`src/design/max_pool_2d_stream_assert.svh`:
```
// assertion macros shared by the pooling block
`ifndef MAX_POOL_2D_STREAM_ASSERT_SVH
`define MAX_POOL_2D_STREAM_ASSERT_SVH

// consequent must hold in the same cycle as the antecedent
`define MP2D_ASSERT_SAME(lbl, ante, cons) \
  lbl: assert property (@(posedge clk_i) disable iff (!rst_ni) (ante) |-> (cons)) \
    else $error("mp2d assertion failed");

// consequent must hold in the cycle after the antecedent
`define MP2D_ASSERT_NEXT(lbl, ante, cons) \
  lbl: assert property (@(posedge clk_i) disable iff (!rst_ni) (ante) |=> (cons)) \
    else $error("mp2d assertion failed");

`endif

```
`src/design/mp2d_pkg.sv`:
```
`timescale 1ns / 1ps
package mp2d_pkg;

  // default sizes
  localparam int unsigned DefMaxCols    = 1024;
  localparam int unsigned DefMaxRows    = 1024;
  localparam int unsigned DefMaxPool    = 8;
  localparam int unsigned DefSampleBits = 16;

  // fixed field and register widths
  localparam int unsigned PosBits     = 20;
  localparam int unsigned DimRegBits  = 11;
  localparam int unsigned PoolRegBits = 4;
  localparam int unsigned ApbAddrBits = 4;
  localparam int unsigned ApbDataBits = 32;

  // register reset values
  localparam logic [DimRegBits-1:0]  ColsReset     = 11'd1024;
  localparam logic [DimRegBits-1:0]  RowsReset     = 11'd1024;
  localparam logic [PoolRegBits-1:0] PoolRowsReset = 4'd2;
  localparam logic [PoolRegBits-1:0] PoolColsReset = 4'd2;

  typedef enum logic [1:0] {
    REG_IMAGE_COLS = 2'd0,
    REG_IMAGE_ROWS = 2'd1,
    REG_POOL_ROWS  = 2'd2,
    REG_POOL_COLS  = 2'd3
  } reg_idx_e;

  // per-sample window status from the scan counters
  typedef struct packed {
    logic active;      // sample lies in a whole window
    logic first;       // first sample of its window
    logic last;        // last sample of its window
    logic frame_done;  // window is the last whole one of the frame
  } win_flags_t;

endpackage

```
`src/design/mp2d_scan.sv`:
```
`timescale 1ns / 1ps
module mp2d_scan #(
  parameter int unsigned MAX_COLS = mp2d_pkg::DefMaxCols,
  parameter int unsigned MAX_ROWS = mp2d_pkg::DefMaxRows,
  parameter int unsigned MAX_POOL = mp2d_pkg::DefMaxPool
) (
  input  logic                                        clk_i,
  input  logic                                        rst_ni,
  input  logic                                        restart_i,
  input  logic                                        advance_i,
  input  logic [$clog2(MAX_COLS+1)-1:0]               cols_i,
  input  logic [$clog2(MAX_ROWS+1)-1:0]               rows_i,
  input  logic [$clog2(MAX_POOL+1)-1:0]               pool_rows_i,
  input  logic [$clog2(MAX_POOL+1)-1:0]               pool_cols_i,
  output logic [((MAX_COLS > 1) ? $clog2(MAX_COLS) : 1)-1:0] addr_o,
  output logic [mp2d_pkg::PosBits-1:0]                pos_o,
  output mp2d_pkg::win_flags_t                        flags_o
);
  import mp2d_pkg::*;

  localparam int unsigned CW  = $clog2(MAX_COLS + 1);
  localparam int unsigned RW  = $clog2(MAX_ROWS + 1);
  localparam int unsigned PW  = $clog2(MAX_POOL + 1);
  localparam int unsigned AW  = (MAX_COLS > 1) ? $clog2(MAX_COLS) : 1;
  localparam int unsigned CXW = ((CW > PW) ? CW : PW) + 2;
  localparam int unsigned RXW = ((RW > PW) ? RW : PW) + 2;

  logic [CW-1:0]      col_q, col_d;
  logic [RW-1:0]      row_q, row_d;
  logic [PW-1:0]      cin_q, cin_d;
  logic [PW-1:0]      rin_q, rin_d;
  logic [AW-1:0]      wcol_q, wcol_d;
  logic [PosBits-1:0] pos_q, pos_d;
  logic [CW-1:0]      col_start;
  logic [RW-1:0]      row_start;
  logic               col_fit, row_fit, col_tail, row_tail;

  // first column / row of the window holding this sample
  assign col_start = col_q - CW'(cin_q);
  assign row_start = row_q - RW'(rin_q);

  assign col_fit  = (CXW'(col_start) + CXW'(pool_cols_i)) <= CXW'(cols_i);
  assign row_fit  = (RXW'(row_start) + RXW'(pool_rows_i)) <= RXW'(rows_i);
  assign col_tail = (CXW'(col_start) + (CXW'(pool_cols_i) << 1)) > CXW'(cols_i);
  assign row_tail = (RXW'(row_start) + (RXW'(pool_rows_i) << 1)) > RXW'(rows_i);

  assign flags_o.active     = col_fit & row_fit;
  assign flags_o.first      = (cin_q == '0) && (rin_q == '0);
  assign flags_o.last       = (cin_q == (pool_cols_i - PW'(1))) &&
                              (rin_q == (pool_rows_i - PW'(1)));
  assign flags_o.frame_done = col_tail & row_tail;
  assign addr_o             = wcol_q;
  assign pos_o              = pos_q;

  always_comb begin
    col_d  = col_q;
    row_d  = row_q;
    cin_d  = cin_q;
    rin_d  = rin_q;
    wcol_d = wcol_q;
    pos_d  = pos_q;
    if (restart_i) begin
      col_d  = '0;
      row_d  = '0;
      cin_d  = '0;
      rin_d  = '0;
      wcol_d = '0;
      pos_d  = '0;
    end else if (advance_i) begin
      pos_d = pos_q + PosBits'(1);
      if ((cin_q + PW'(1)) >= pool_cols_i) begin
        cin_d  = '0;
        wcol_d = wcol_q + AW'(1);
      end else begin
        cin_d = cin_q + PW'(1);
      end
      if ((col_q + CW'(1)) >= cols_i) begin
        col_d  = '0;
        cin_d  = '0;
        wcol_d = '0;
        rin_d  = ((rin_q + PW'(1)) >= pool_rows_i) ? '0 : rin_q + PW'(1);
        if ((row_q + RW'(1)) >= rows_i) begin
          row_d = '0;
          rin_d = '0;
          pos_d = '0;
        end else begin
          row_d = row_q + RW'(1);
        end
      end else begin
        col_d = col_q + CW'(1);
      end
    end
  end

  always_ff @(posedge clk_i or negedge rst_ni) begin
    if (!rst_ni) begin
      col_q  <= '0;
      row_q  <= '0;
      cin_q  <= '0;
      rin_q  <= '0;
      wcol_q <= '0;
      pos_q  <= '0;
    end else begin
      col_q  <= col_d;
      row_q  <= row_d;
      cin_q  <= cin_d;
      rin_q  <= rin_d;
      wcol_q <= wcol_d;
      pos_q  <= pos_d;
    end
  end

endmodule

```
`config.mk`:
```
export PLATFORM = sky130hd
export DESIGN_NAME = mp2d_scan
export DESIGN_NICKNAME = d
export VERILOG_FILES = /design/src/design/max_pool_2d_stream_assert.svh /design/src/design/mp2d_pkg.sv /design/src/design/mp2d_scan.sv
export SDC_FILE = /design/constraint.sdc
export NUM_CORES = 1
export LEC_CHECK = 0
export BUFFER_PORTS_ARGS = -buffer_cell sky130_fd_sc_hd__clkbuf_2
export CORE_ASPECT_RATIO = 0.7
export CORE_UTILIZATION = 36
export DETAILED_ROUTE_END_ITERATION = 16
export PLACE_DENSITY = 0.63
export SKIP_CTS_REPAIR_TIMING = 1
export SLEW_MARGIN = 20
export SYNTH_ARGS = -nofsm -noshare
export SYNTH_HDL_FRONTEND = slang
export SYNTH_SLANG_ARGS = --single-unit
```
`constraint.sdc`:
```
create_clock -name clk_i -period 3.6 [get_ports clk_i]
set_clock_uncertainty 0.05 [all_clocks]
set_input_delay 0.36 -clock clk_i [delete_from_list [all_inputs] [get_ports clk_i]]
set_output_delay 0.36 -clock clk_i [all_outputs]
set_load 0.01 [all_outputs]
```
==> results.yml <==
timing:
  maxSlewHeadroom_pct: 46.3
  finalSetupTns_ns: -1.74
  worstMarginPinSlew_ns: 0.804
  timing.hold.ws_ns: 0.383
  grt_setup_unrepaired: "yes"
  layout_setup_ws_ns: -0.897
  setup_violations: 2
  hold_viol_final: 0
  drv_slew: 0
  clock.fmax_mhz: 222
  min_period_ns: 4.50
  timing.final.crit_share_pct: 125
grt:
  grt_remaining_overflow: 0
  grt_pass1_wl_um: 36000
  grt_pass1_vias: 6912
  antenna_found_initial: 0
  track_usage_pct: 22.0
  grt_max_degree: 29
clock_network:
  cts_made_buffers: 9
  cts_max_path_buffers: 2
  clkSinkCount: 60
  cts_root_buffer: "clkbuf_16"
  cts-htree-levels: 3
  cts_tree: "built"
  clkTransAtPathRegs_ns: 0.05
  clock_latency_ns: 0.34
route:
  ant_nets: 0
  route.detailed.drc: 0
  drt_iter0_markers: 450
  via_count: 7514
  wirelength_um: 22600
  drt_pass1_iterations: 4
  vias_per_cell: 5.46
  wl_per_cell_um: 16.4
floorplanning:
  die_h_um: 121
  initial_core_util_pct: 36.9
  placementRows: 43
  die_x_um: 172
  core-area_um2: 19900
  die_area_um2: 20900
  io_pins: 68
min_path:
  hold_class: "input port to asynchronous set/reset pin"
pwr:
  peakVddDrop_v: 0.000237
  p_leak_nw: 4.71
  p_per_area_nw_per_um2: 444
synthesis:
  yosys_register_bits: 60
  yosysWarnings: 0
  synthesis.area_um2: 7320
  async_reset_ff_share_pct: 100
  synth_top_area_share_pct: 20.5
  yosysSeqAreaShare_pct: 20.5
  synth_edf_count: 0
  yosysTopAreaCell: "dfrtp_1"
  syn_inst: 903
  ys.flop_type: "dfrtp_1"
  netlist_top_cells_area: "dfrtp_1, ha_1, xnor2_1, nand2_1, inv_1"
  syn_avg_cell_area_um2: 8.11
  syn_nets: 1051
  ys_types: 73
critical_path:
  r2r_start: "col_q[1]"
  crit_type: "flip-flop to output port"
  crit_chain: "inv_1 -> ha_1 -> inv_1 -> fa_2 -> buf_4 -> inv_1 -> fa_2 -> nor2b_1 -> o21ai_0 -> nand2b_1 -> o211a_1 -> nand2_1 -> xor2_1 -> ha_1 -> a21o_1 -> a211oi_2 -> o21ai_1 -> a21oi_1 -> o22ai_1 -> a221oi_2 -> buf_2"
  slowest_delay_ns: 0.55
  reg2reg_setup_slack_ns: 0.10
  crit_fanout: 2
  path_common_cell: "inv_1"
  crit_family: "adder cells"
  cp.required_ns: 3.19
  critPathLaunchType: "flip-flop"
  cp_slowest_cell: "fa_2"
  cp.arrival_ns: 4.09
  r2r-end: "row_q[3]"
  endpoint_kind: "output port"
  critPathBufInv: 5
  r2r_cells: 17
run_status:
  status: "complete, but fails checks"
  violations: "negative setup slack"
run:
  maxCapViolCount: 0
placement:
  dp_hpwl_um: 17600
  place.port_buffers: 67
  dp_slack_ns: -0.613
  gp_congestion: 0.957
cells_and_area:
  nets: 1248
  final_common_cell: "buf_4"
  layout_common_cells: "buf_4, ha_1, nand2_1"
  utilization_pct: 48.9
  multi_input_area_um2: 5670
  area_growth_pct: 32.7
  fillers: 1909
  n_antenna_cell: 0
  drive_gt1_share_pct: 29.5
  regArea_um2: 1500
==> worst max path at each step <==
stage,from,endpoint,depth (start not counted)
floorplan,row_q[0],flags_o[3],19
global placement,col_q[0],flags_o[0],22
detailed placement,col_q[0],flags_o[0],22
CTS,col_q[0],flags_o[0],22
global route,row_q[0],flags_o[3],18
finish,col_q[0],flags_o[3],21
==> registers in the layout, indices dropped and copies added (netlist names) <==
| register | cells |
|---|---|
| pos_o | 20 |
| col_q | 11 |
| row_q | 11 |
| addr_o | 10 |
| cin_q | 4 |
| rin_q | 4 |
==> through the flow <==
| step | power [mW] | instances | area, um2 |
|---|---|---|---|
| global placement | 3.12 | 1343 | 9000 |
| detailed placement | 3.18 | 1343 | 9000 |
| CTS | 4.15 | 1359 | 9330 |
| finish | 4.31 | 1375 | 9710 |
| floorplan | 2.25 | 903 | 7390 |
| global route | 4.65 | 1375 | 9710 |
==> layer usage <==
layer	vias up	global-route usage (%)	share of wire [%]
li1	3716	-	-
met1	3578	34.7	53
met2	202	30.7	41
met3	18	2.51	5.3
met4	0	6.19	1.1
met5	-	0	0
==> worst register-to-register path, cell delays in order (launching register included) <==
cell and delay (ns):
dfrtp_1 0.38, buf_4 0.13, buf_4 0.11, ha_1 0.18, nand3_2 0.11, or3_4 0.43, nor2_1 0.14, xor2_1 0.20
ha_1 0.28, nand4_1 0.15, nor2_1 0.08, a211o_4 0.32, a21oi_4 0.15, buf_4 0.14, buf_4 0.10, nor2_1 0.04
buf_4 0.15, a32o_1 0.25
==> cell families (layout without fill, tap and decap cells) <==
family	Yosys count	in the layout	synth area share (%)
DFF	60	60	20.5
muxes	3	3	0.427
xor gates and xnor gates	65	65	7.78
and+or+nand+nor	301	301	21.4
AOI/OAI and AO/OA	244	244	23.3
adders and majority gates	114	114	20.1
buffers and inverters	116	318	6.44
==> synthesized netlist by cell type, drive strengths merged (4+ instances only) <==
cell type / n
a211oi: 7
a21o: 23
a21oi: 49
a31oi: 14
a32o: 14
and2: 7
and3: 11
buf: 10
clkbuf: 30
dfrtp: 60
fa: 6
ha: 108
inv: 75
nand2: 77
nand2b: 10
nand3: 46
nand4: 14
nor2: 40
nor2b: 16
nor3: 26
nor3b: 5
nor4: 14
o2111ai: 16
o211ai: 15
o21a: 10
o21ai: 46
o21bai: 4
o22ai: 4
o2bb2ai: 4
o311ai: 8
o31a: 4
o31ai: 4
or2: 11
or3: 6
or4: 10
xnor2: 41
xor2: 24
==> power by group <==
part           leakage [nW]  switching, mW  internal (mW)
Clock                 0.159          0.327          0.624
Combinational          3.72           1.34           1.32
Sequential            0.832         0.0135          0.690
==> area by class of cell <==
class	count	area share, %
multi-input combinational	727	58.4
timing repair buffer	227	16.4
sequential	60	15.5
tap	270	3.48
inverter	75	2.90
clock buffer	10	2.46
clock inverter	6	0.889
(Power assumes the default switching activity.)
