File: src/design/max_pool_2d_stream_assert.svh
// assertion macros shared by the pooling block
`ifndef MAX_POOL_2D_STREAM_ASSERT_SVH
`define MAX_POOL_2D_STREAM_ASSERT_SVH

// consequent must hold in the same cycle as the antecedent
`define MP2D_ASSERT_SAME(lbl, ante, cons) \
  lbl: assert property (@(posedge clk_i) disable iff (!rst_ni) (ante) |-> (cons)) \
    else $error("mp2d assertion failed");

// consequent must hold in the cycle after the antecedent
`define MP2D_ASSERT_NEXT(lbl, ante, cons) \
  lbl: assert property (@(posedge clk_i) disable iff (!rst_ni) (ante) |=> (cons)) \
    else $error("mp2d assertion failed");

`endif

File: src/design/mp2d_pkg.sv
`timescale 1ns / 1ps
package mp2d_pkg;

  // default sizes
  localparam int unsigned DefMaxCols    = 1024;
  localparam int unsigned DefMaxRows    = 1024;
  localparam int unsigned DefMaxPool    = 8;
  localparam int unsigned DefSampleBits = 16;

  // fixed field and register widths
  localparam int unsigned PosBits     = 20;
  localparam int unsigned DimRegBits  = 11;
  localparam int unsigned PoolRegBits = 4;
  localparam int unsigned ApbAddrBits = 4;
  localparam int unsigned ApbDataBits = 32;

  // register reset values
  localparam logic [DimRegBits-1:0]  ColsReset     = 11'd1024;
  localparam logic [DimRegBits-1:0]  RowsReset     = 11'd1024;
  localparam logic [PoolRegBits-1:0] PoolRowsReset = 4'd2;
  localparam logic [PoolRegBits-1:0] PoolColsReset = 4'd2;

  typedef enum logic [1:0] {
    REG_IMAGE_COLS = 2'd0,
    REG_IMAGE_ROWS = 2'd1,
    REG_POOL_ROWS  = 2'd2,
    REG_POOL_COLS  = 2'd3
  } reg_idx_e;

  // per-sample window status from the scan counters
  typedef struct packed {
    logic active;      // sample lies in a whole window
    logic first;       // first sample of its window
    logic last;        // last sample of its window
    logic frame_done;  // window is the last whole one of the frame
  } win_flags_t;

endpackage

File: src/design/mp2d_cfg.sv
`timescale 1ns / 1ps
module mp2d_cfg #(
  parameter int unsigned MAX_COLS = mp2d_pkg::DefMaxCols,
  parameter int unsigned MAX_ROWS = mp2d_pkg::DefMaxRows,
  parameter int unsigned MAX_POOL = mp2d_pkg::DefMaxPool
) (
  input  logic                                  clk_i,
  input  logic                                  rst_ni,
  input  logic                                  psel,
  input  logic                                  penable,
  input  logic                                  pwrite,
  input  logic [mp2d_pkg::ApbAddrBits-1:0]      paddr,
  input  logic [mp2d_pkg::ApbDataBits-1:0]      pwdata,
  output logic [mp2d_pkg::ApbDataBits-1:0]      prdata,
  output logic                                  pready,
  output logic                                  restart_o,
  output logic [$clog2(MAX_COLS+1)-1:0]         cols_o,
  output logic [$clog2(MAX_ROWS+1)-1:0]         rows_o,
  output logic [$clog2(MAX_POOL+1)-1:0]         pool_rows_o,
  output logic [$clog2(MAX_POOL+1)-1:0]         pool_cols_o
);
  import mp2d_pkg::*;

  localparam int unsigned CW  = $clog2(MAX_COLS + 1);
  localparam int unsigned RW  = $clog2(MAX_ROWS + 1);
  localparam int unsigned PW  = $clog2(MAX_POOL + 1);
  localparam int unsigned CLW = (CW > DimRegBits) ? CW : DimRegBits;
  localparam int unsigned RLW = (RW > DimRegBits) ? RW : DimRegBits;
  localparam int unsigned PLW = (PW > PoolRegBits) ? PW : PoolRegBits;

  logic [DimRegBits-1:0]  image_cols_q, image_cols_d;
  logic [DimRegBits-1:0]  image_rows_q, image_rows_d;
  logic [PoolRegBits-1:0] pool_rows_q, pool_rows_d;
  logic [PoolRegBits-1:0] pool_cols_q, pool_cols_d;
  logic                   wr_en;
  reg_idx_e               idx;
  logic [CLW-1:0]         cols_raw;
  logic [RLW-1:0]         rows_raw;
  logic [PLW-1:0]         prows_raw;
  logic [PLW-1:0]         pcols_raw;

  assign pready    = 1'b1;
  assign idx       = reg_idx_e'(paddr[3:2]);
  assign wr_en     = psel & penable & pwrite & pready;
  assign restart_o = wr_en;

  always_comb begin
    image_cols_d = image_cols_q;
    image_rows_d = image_rows_q;
    pool_rows_d  = pool_rows_q;
    pool_cols_d  = pool_cols_q;
    if (wr_en) begin
      case (idx)
        REG_IMAGE_COLS: image_cols_d = pwdata[DimRegBits-1:0];
        REG_IMAGE_ROWS: image_rows_d = pwdata[DimRegBits-1:0];
        REG_POOL_ROWS:  pool_rows_d  = pwdata[PoolRegBits-1:0];
        REG_POOL_COLS:  pool_cols_d  = pwdata[PoolRegBits-1:0];
        default: ;
      endcase
    end
  end

  always_ff @(posedge clk_i or negedge rst_ni) begin
    if (!rst_ni) begin
      image_cols_q <= ColsReset;
      image_rows_q <= RowsReset;
      pool_rows_q  <= PoolRowsReset;
      pool_cols_q  <= PoolColsReset;
    end else begin
      image_cols_q <= image_cols_d;
      image_rows_q <= image_rows_d;
      pool_rows_q  <= pool_rows_d;
      pool_cols_q  <= pool_cols_d;
    end
  end

  always_comb begin
    case (idx)
      REG_IMAGE_COLS: prdata = ApbDataBits'(image_cols_q);
      REG_IMAGE_ROWS: prdata = ApbDataBits'(image_rows_q);
      REG_POOL_ROWS:  prdata = ApbDataBits'(pool_rows_q);
      REG_POOL_COLS:  prdata = ApbDataBits'(pool_cols_q);
      default:        prdata = '0;
    endcase
  end

  // clamp sizes into their legal ranges
  assign cols_raw  = CLW'(image_cols_q);
  assign rows_raw  = RLW'(image_rows_q);
  assign prows_raw = PLW'(pool_rows_q);
  assign pcols_raw = PLW'(pool_cols_q);

  always_comb begin
    if (cols_raw == '0) begin
      cols_o = CW'(1);
    end else if (cols_raw > CLW'(MAX_COLS)) begin
      cols_o = CW'(MAX_COLS);
    end else begin
      cols_o = CW'(cols_raw);
    end
    if (rows_raw == '0) begin
      rows_o = RW'(1);
    end else if (rows_raw > RLW'(MAX_ROWS)) begin
      rows_o = RW'(MAX_ROWS);
    end else begin
      rows_o = RW'(rows_raw);
    end
    if (prows_raw == '0) begin
      pool_rows_o = PW'(1);
    end else if (prows_raw > PLW'(MAX_POOL)) begin
      pool_rows_o = PW'(MAX_POOL);
    end else begin
      pool_rows_o = PW'(prows_raw);
    end
    if (pcols_raw == '0) begin
      pool_cols_o = PW'(1);
    end else if (pcols_raw > PLW'(MAX_POOL)) begin
      pool_cols_o = PW'(MAX_POOL);
    end else begin
      pool_cols_o = PW'(pcols_raw);
    end
  end

endmodule

File: config.mk
export PLATFORM = sky130hd
export DESIGN_NAME = mp2d_cfg
export DESIGN_NICKNAME = d
export VERILOG_FILES = /design/src/design/max_pool_2d_stream_assert.svh /design/src/design/mp2d_pkg.sv /design/src/design/mp2d_cfg.sv
export SDC_FILE = /design/constraint.sdc
export NUM_CORES = 1
export LEC_CHECK = 0
export BUFFER_PORTS_ARGS = -buffer_cell sky130_fd_sc_hd__clkbuf_2
export CAP_MARGIN = 20
export CORE_ASPECT_RATIO = 1.75
export CORE_UTILIZATION = 44
export CTS_CLUSTER_SIZE = 12
export DETAILED_ROUTE_END_ITERATION = 8
export GPL_TIMING_DRIVEN = 1
export PLACE_DENSITY_LB_ADDON = 0.12
export SLEW_MARGIN = 5
export SYNTH_ARGS = -nofsm -noshare
export SYNTH_HDL_FRONTEND = slang
export SYNTH_SLANG_ARGS = --single-unit
File: constraint.sdc
create_clock -name clk_i -period 1.76 [get_ports clk_i]
set_clock_uncertainty 0.05 [all_clocks]
set_input_delay 0.352 -clock clk_i [delete_from_list [all_inputs] [get_ports clk_i]]
set_output_delay 0.352 -clock clk_i [all_outputs]
set_load 0.02 [all_outputs]
==> impl_metrics.tcl <==
set metrics [dict create \
    layout_setup_ws_ns -0.09379 \
    synthArstFlopShare_pct 100.0 \
    ant_nets 0 \
    area_growth_pct 28.33 \
    drive_gt1_share_pct 56.22 \
    synth_ff_type "dfrtp_1" \
    combPwrFrac_pct 43.3 \
    violations "setup timing" \
    synthCells 159 \
    cp-start-kind "register" \
    grt_pass1_vias 1300 \
    place_congestion 0.8021 \
    hold_ws_ns 0.08814 \
    n_fill_cell 359 \
    synth.distinct_cells 21 \
    finalCritPeriodShare_pct 105.3 \
    rsz0062_at_grt "true" \
    fin_cells 281 \
    tightestPinTransition_ns 0.7599 \
    hold_class "input port to async pin" \
    synth_top_cells_by_area "dfrtp_1, mux2_2, buf_4" \
    ys_warn_count 0 \
    dpl.cell_count 261 \
    setup_violations 3 \
    power.leakage_nw 1.201 \
    register_area_um2 757.0 \
    end_kind "output port" \
    cts_inserted_buffers 5 \
    relSlewSlack_pct 49.34 \
    cts.path.max_buffers 2 \
    status "complete, but fails checks" \
    grt.overflow.total 0 \
    final_area_mm2 0.002352 \
    grt_max_degree 31 \
    dieArea_mm2 0.004438 \
    synth_seq_cells 30 \
    path_class "register to output port" \
    switchingPower_mw 1.073 \
    num_antenna_cells 0 \
    design.core.area_mm2 0.003941 \
    cts_tree "done" \
    swShare_pct 37.79 \
    clockPowerShare_pct 19.6 \
    post-route-drc-count 0 \
    fin_crit_ns 1.854 \
    avgSynthCellArea_um2 11.53 \
    fmax_mhz 539.4 \
    synth_common_cells "dfrtp_1, buf_4, nor2b_1, mux2_2, nor2_1" \
    vias 1352 \
    rows 30 \
    io_buffers 59 \
    cts_num_sinks 30 \
    syn_area_mm2 0.001833 \
    chipHeight_um 87.39 \
    crit_arrival_ns 1.45 \
    die_w_um 50.79 \
    finalNetCount 273 \
    crit_chain "nor4_4 > nand3_1 > o21ai_1 > buf_4" \
    routed_wl_um 4218 \
    initial_core_util_pct 46.51 \
    hold_viol 0 \
    path_max_fanout 3 \
    synth.most_common_cell "dfrtp_1" \
    path_clk_slew_ns 0.06 \
    antenna_found_initial 0 \
    io_pins 105 \
    crit_required_ns 1.36 \
    crit_path_max_incr_delay_ns 0.43 \
    synth_top_area_cell "dfrtp_1" \
    synth_edf_count 0 \
    post_dp_cell_area_mm2 0.002115 \
    multi_input_area_um2 937.1 \
    cts-root-buf "clkbuf_8" \
    p_int_mw 1.766 \
    insertion_delay_ns 0.27 \
    wire_per_inst_um 15.01 \
    grt_pass1_wl_um 6603 \
    firstDrtPassIters 4 \
    seq_area_frac_synth_pct 41.23 \
    cap_viol_max_count 0 \
    slew_viol_final 0 \
    groute.usage.overall_pct 20.91 \
    vias_per_cell 4.811 \
    pwr-share-seq_pct 37.1 \
    synth_top_area_share_pct 35.49 \
    cts_max_level 2 \
    hpwlAfterDp_um 3117 \
    worst_path_max_delay_cell "dfrtp_2" \
    power_density_mw_per_mm2 1207 \
    irDropWorstVdd_mv 0.9862 \
    dp_slack_ns 0.03950 \
    tns_ns -0.1566 \
    drtIter0Drc 10 \
]
-- stage by stage --
stage | util [%] | power [mW]
3_3_place_gp | 53.65 | 2.109
4_1_cts | 57.97 | 2.786
2_1_floorplan | - | 1.800
3_5_place_dp | 53.65 | 2.135
5_1_grt | 59.68 | 3.000
6_report | 59.68 | 2.838
-- registers in the layout, summed over array words and instances (netlist names) --
signal,flops
cols_raw,11
image_rows_q,11
pcols_raw,4
pool_rows_q,4
-- layout by cell type, fill, tap and decap left out, types with 6 or more instances in the layout --
master	n
mux2_4	10
clkbuf_2	53
buf_4	20
nor2b_1	22
clkbuf_8	6
dfrtp_1	25
mux2i_1	7
conb_1	22
mux2_2	20
nor2_1	15
-- power groups by stage --
stage,combinational [mW],sequential (mW),clock [mW]
after CTS,1.18,1.03,0.578
after floorplan,0.812,0.988,0
after global placement,1.05,1.06,0
after detailed placement,1.06,1.07,0
after global routing,1.32,1.07,0.611
final,1.23,1.05,0.557
-- kinds of logic (layout without fill, tap and decap cells) --
family,after synthesis,in the layout,synth area share [%]
flip-flops,30,30,41.23
buffers and inverters,36,90,13.58
multiplexers,41,41,29.22
other,2,22,0.4097
AO/OA/AOI/OAI,2,2,0.5461
AND/OR/NAND/NOR,48,48,15.02
-- critical path, delay by kind of cell (launching register included) --
kind,cells,cell delay (ns)
and+or+nand+nor,2,0.47
DFF,1,0.43
buffers and inverters,1,0.16
AOI/OAI and AO/OA,1,0.11
-- final cells by class --
type | count | share of cell area, %
Multi-Input combinational cell | 113 | 39.84
Sequential cell | 30 | 32.18
Timing Repair Buffer | 80 | 21.22
Clock buffer | 7 | 3.670
Tap cell | 48 | 2.553
Inverter | 2 | 0.3191
Clock inverter | 1 | 0.2128
-- path summary, 6_finish.rpt --
| path | start | endpoint | slack (ns) | cells past startpoint |
|---|---|---|---|---|
| worst max-delay path | cols_raw[6] | cols_o[0] | -0.09 | 4 |
| min in group clk_i | pwdata[7] | cols_raw[7] | 0.27 | 2 |
| max in group asynchronous | rst_ni | cols_raw[6] | 1.05 | 1 |
| worst min register to register | image_rows_q[0] | image_rows_q[0] | 0.49 | 1 |
| worst max register to register | cols_raw[6] | cols_raw[6] | 0.76 | 2 |
| worst min-delay path | rst_ni | pcols_raw[3] | 0.09 | 1 |
-- repair_timing --
item                       4_1_cts  5_1_grt
pin swaps                        5        5
setup endpoints to repair        5        4
setup buffers                    9        3
hold buffers                     0        0
gates cloned                     0        0
gates resized for setup          5       16
-- metal layers --
metal / GRT usage, % / up-vias / wire [um]
li1: - / 639 / -
met1: 23.88 / 637 / 1563
met2: 38.30 / 70 / 2382
met3: 3.839 / 6 / 220
met4: 6.818 / 0 / 51
met5: 0 / - / 0
No activity file was read; power rests on OpenSTA's default activity.
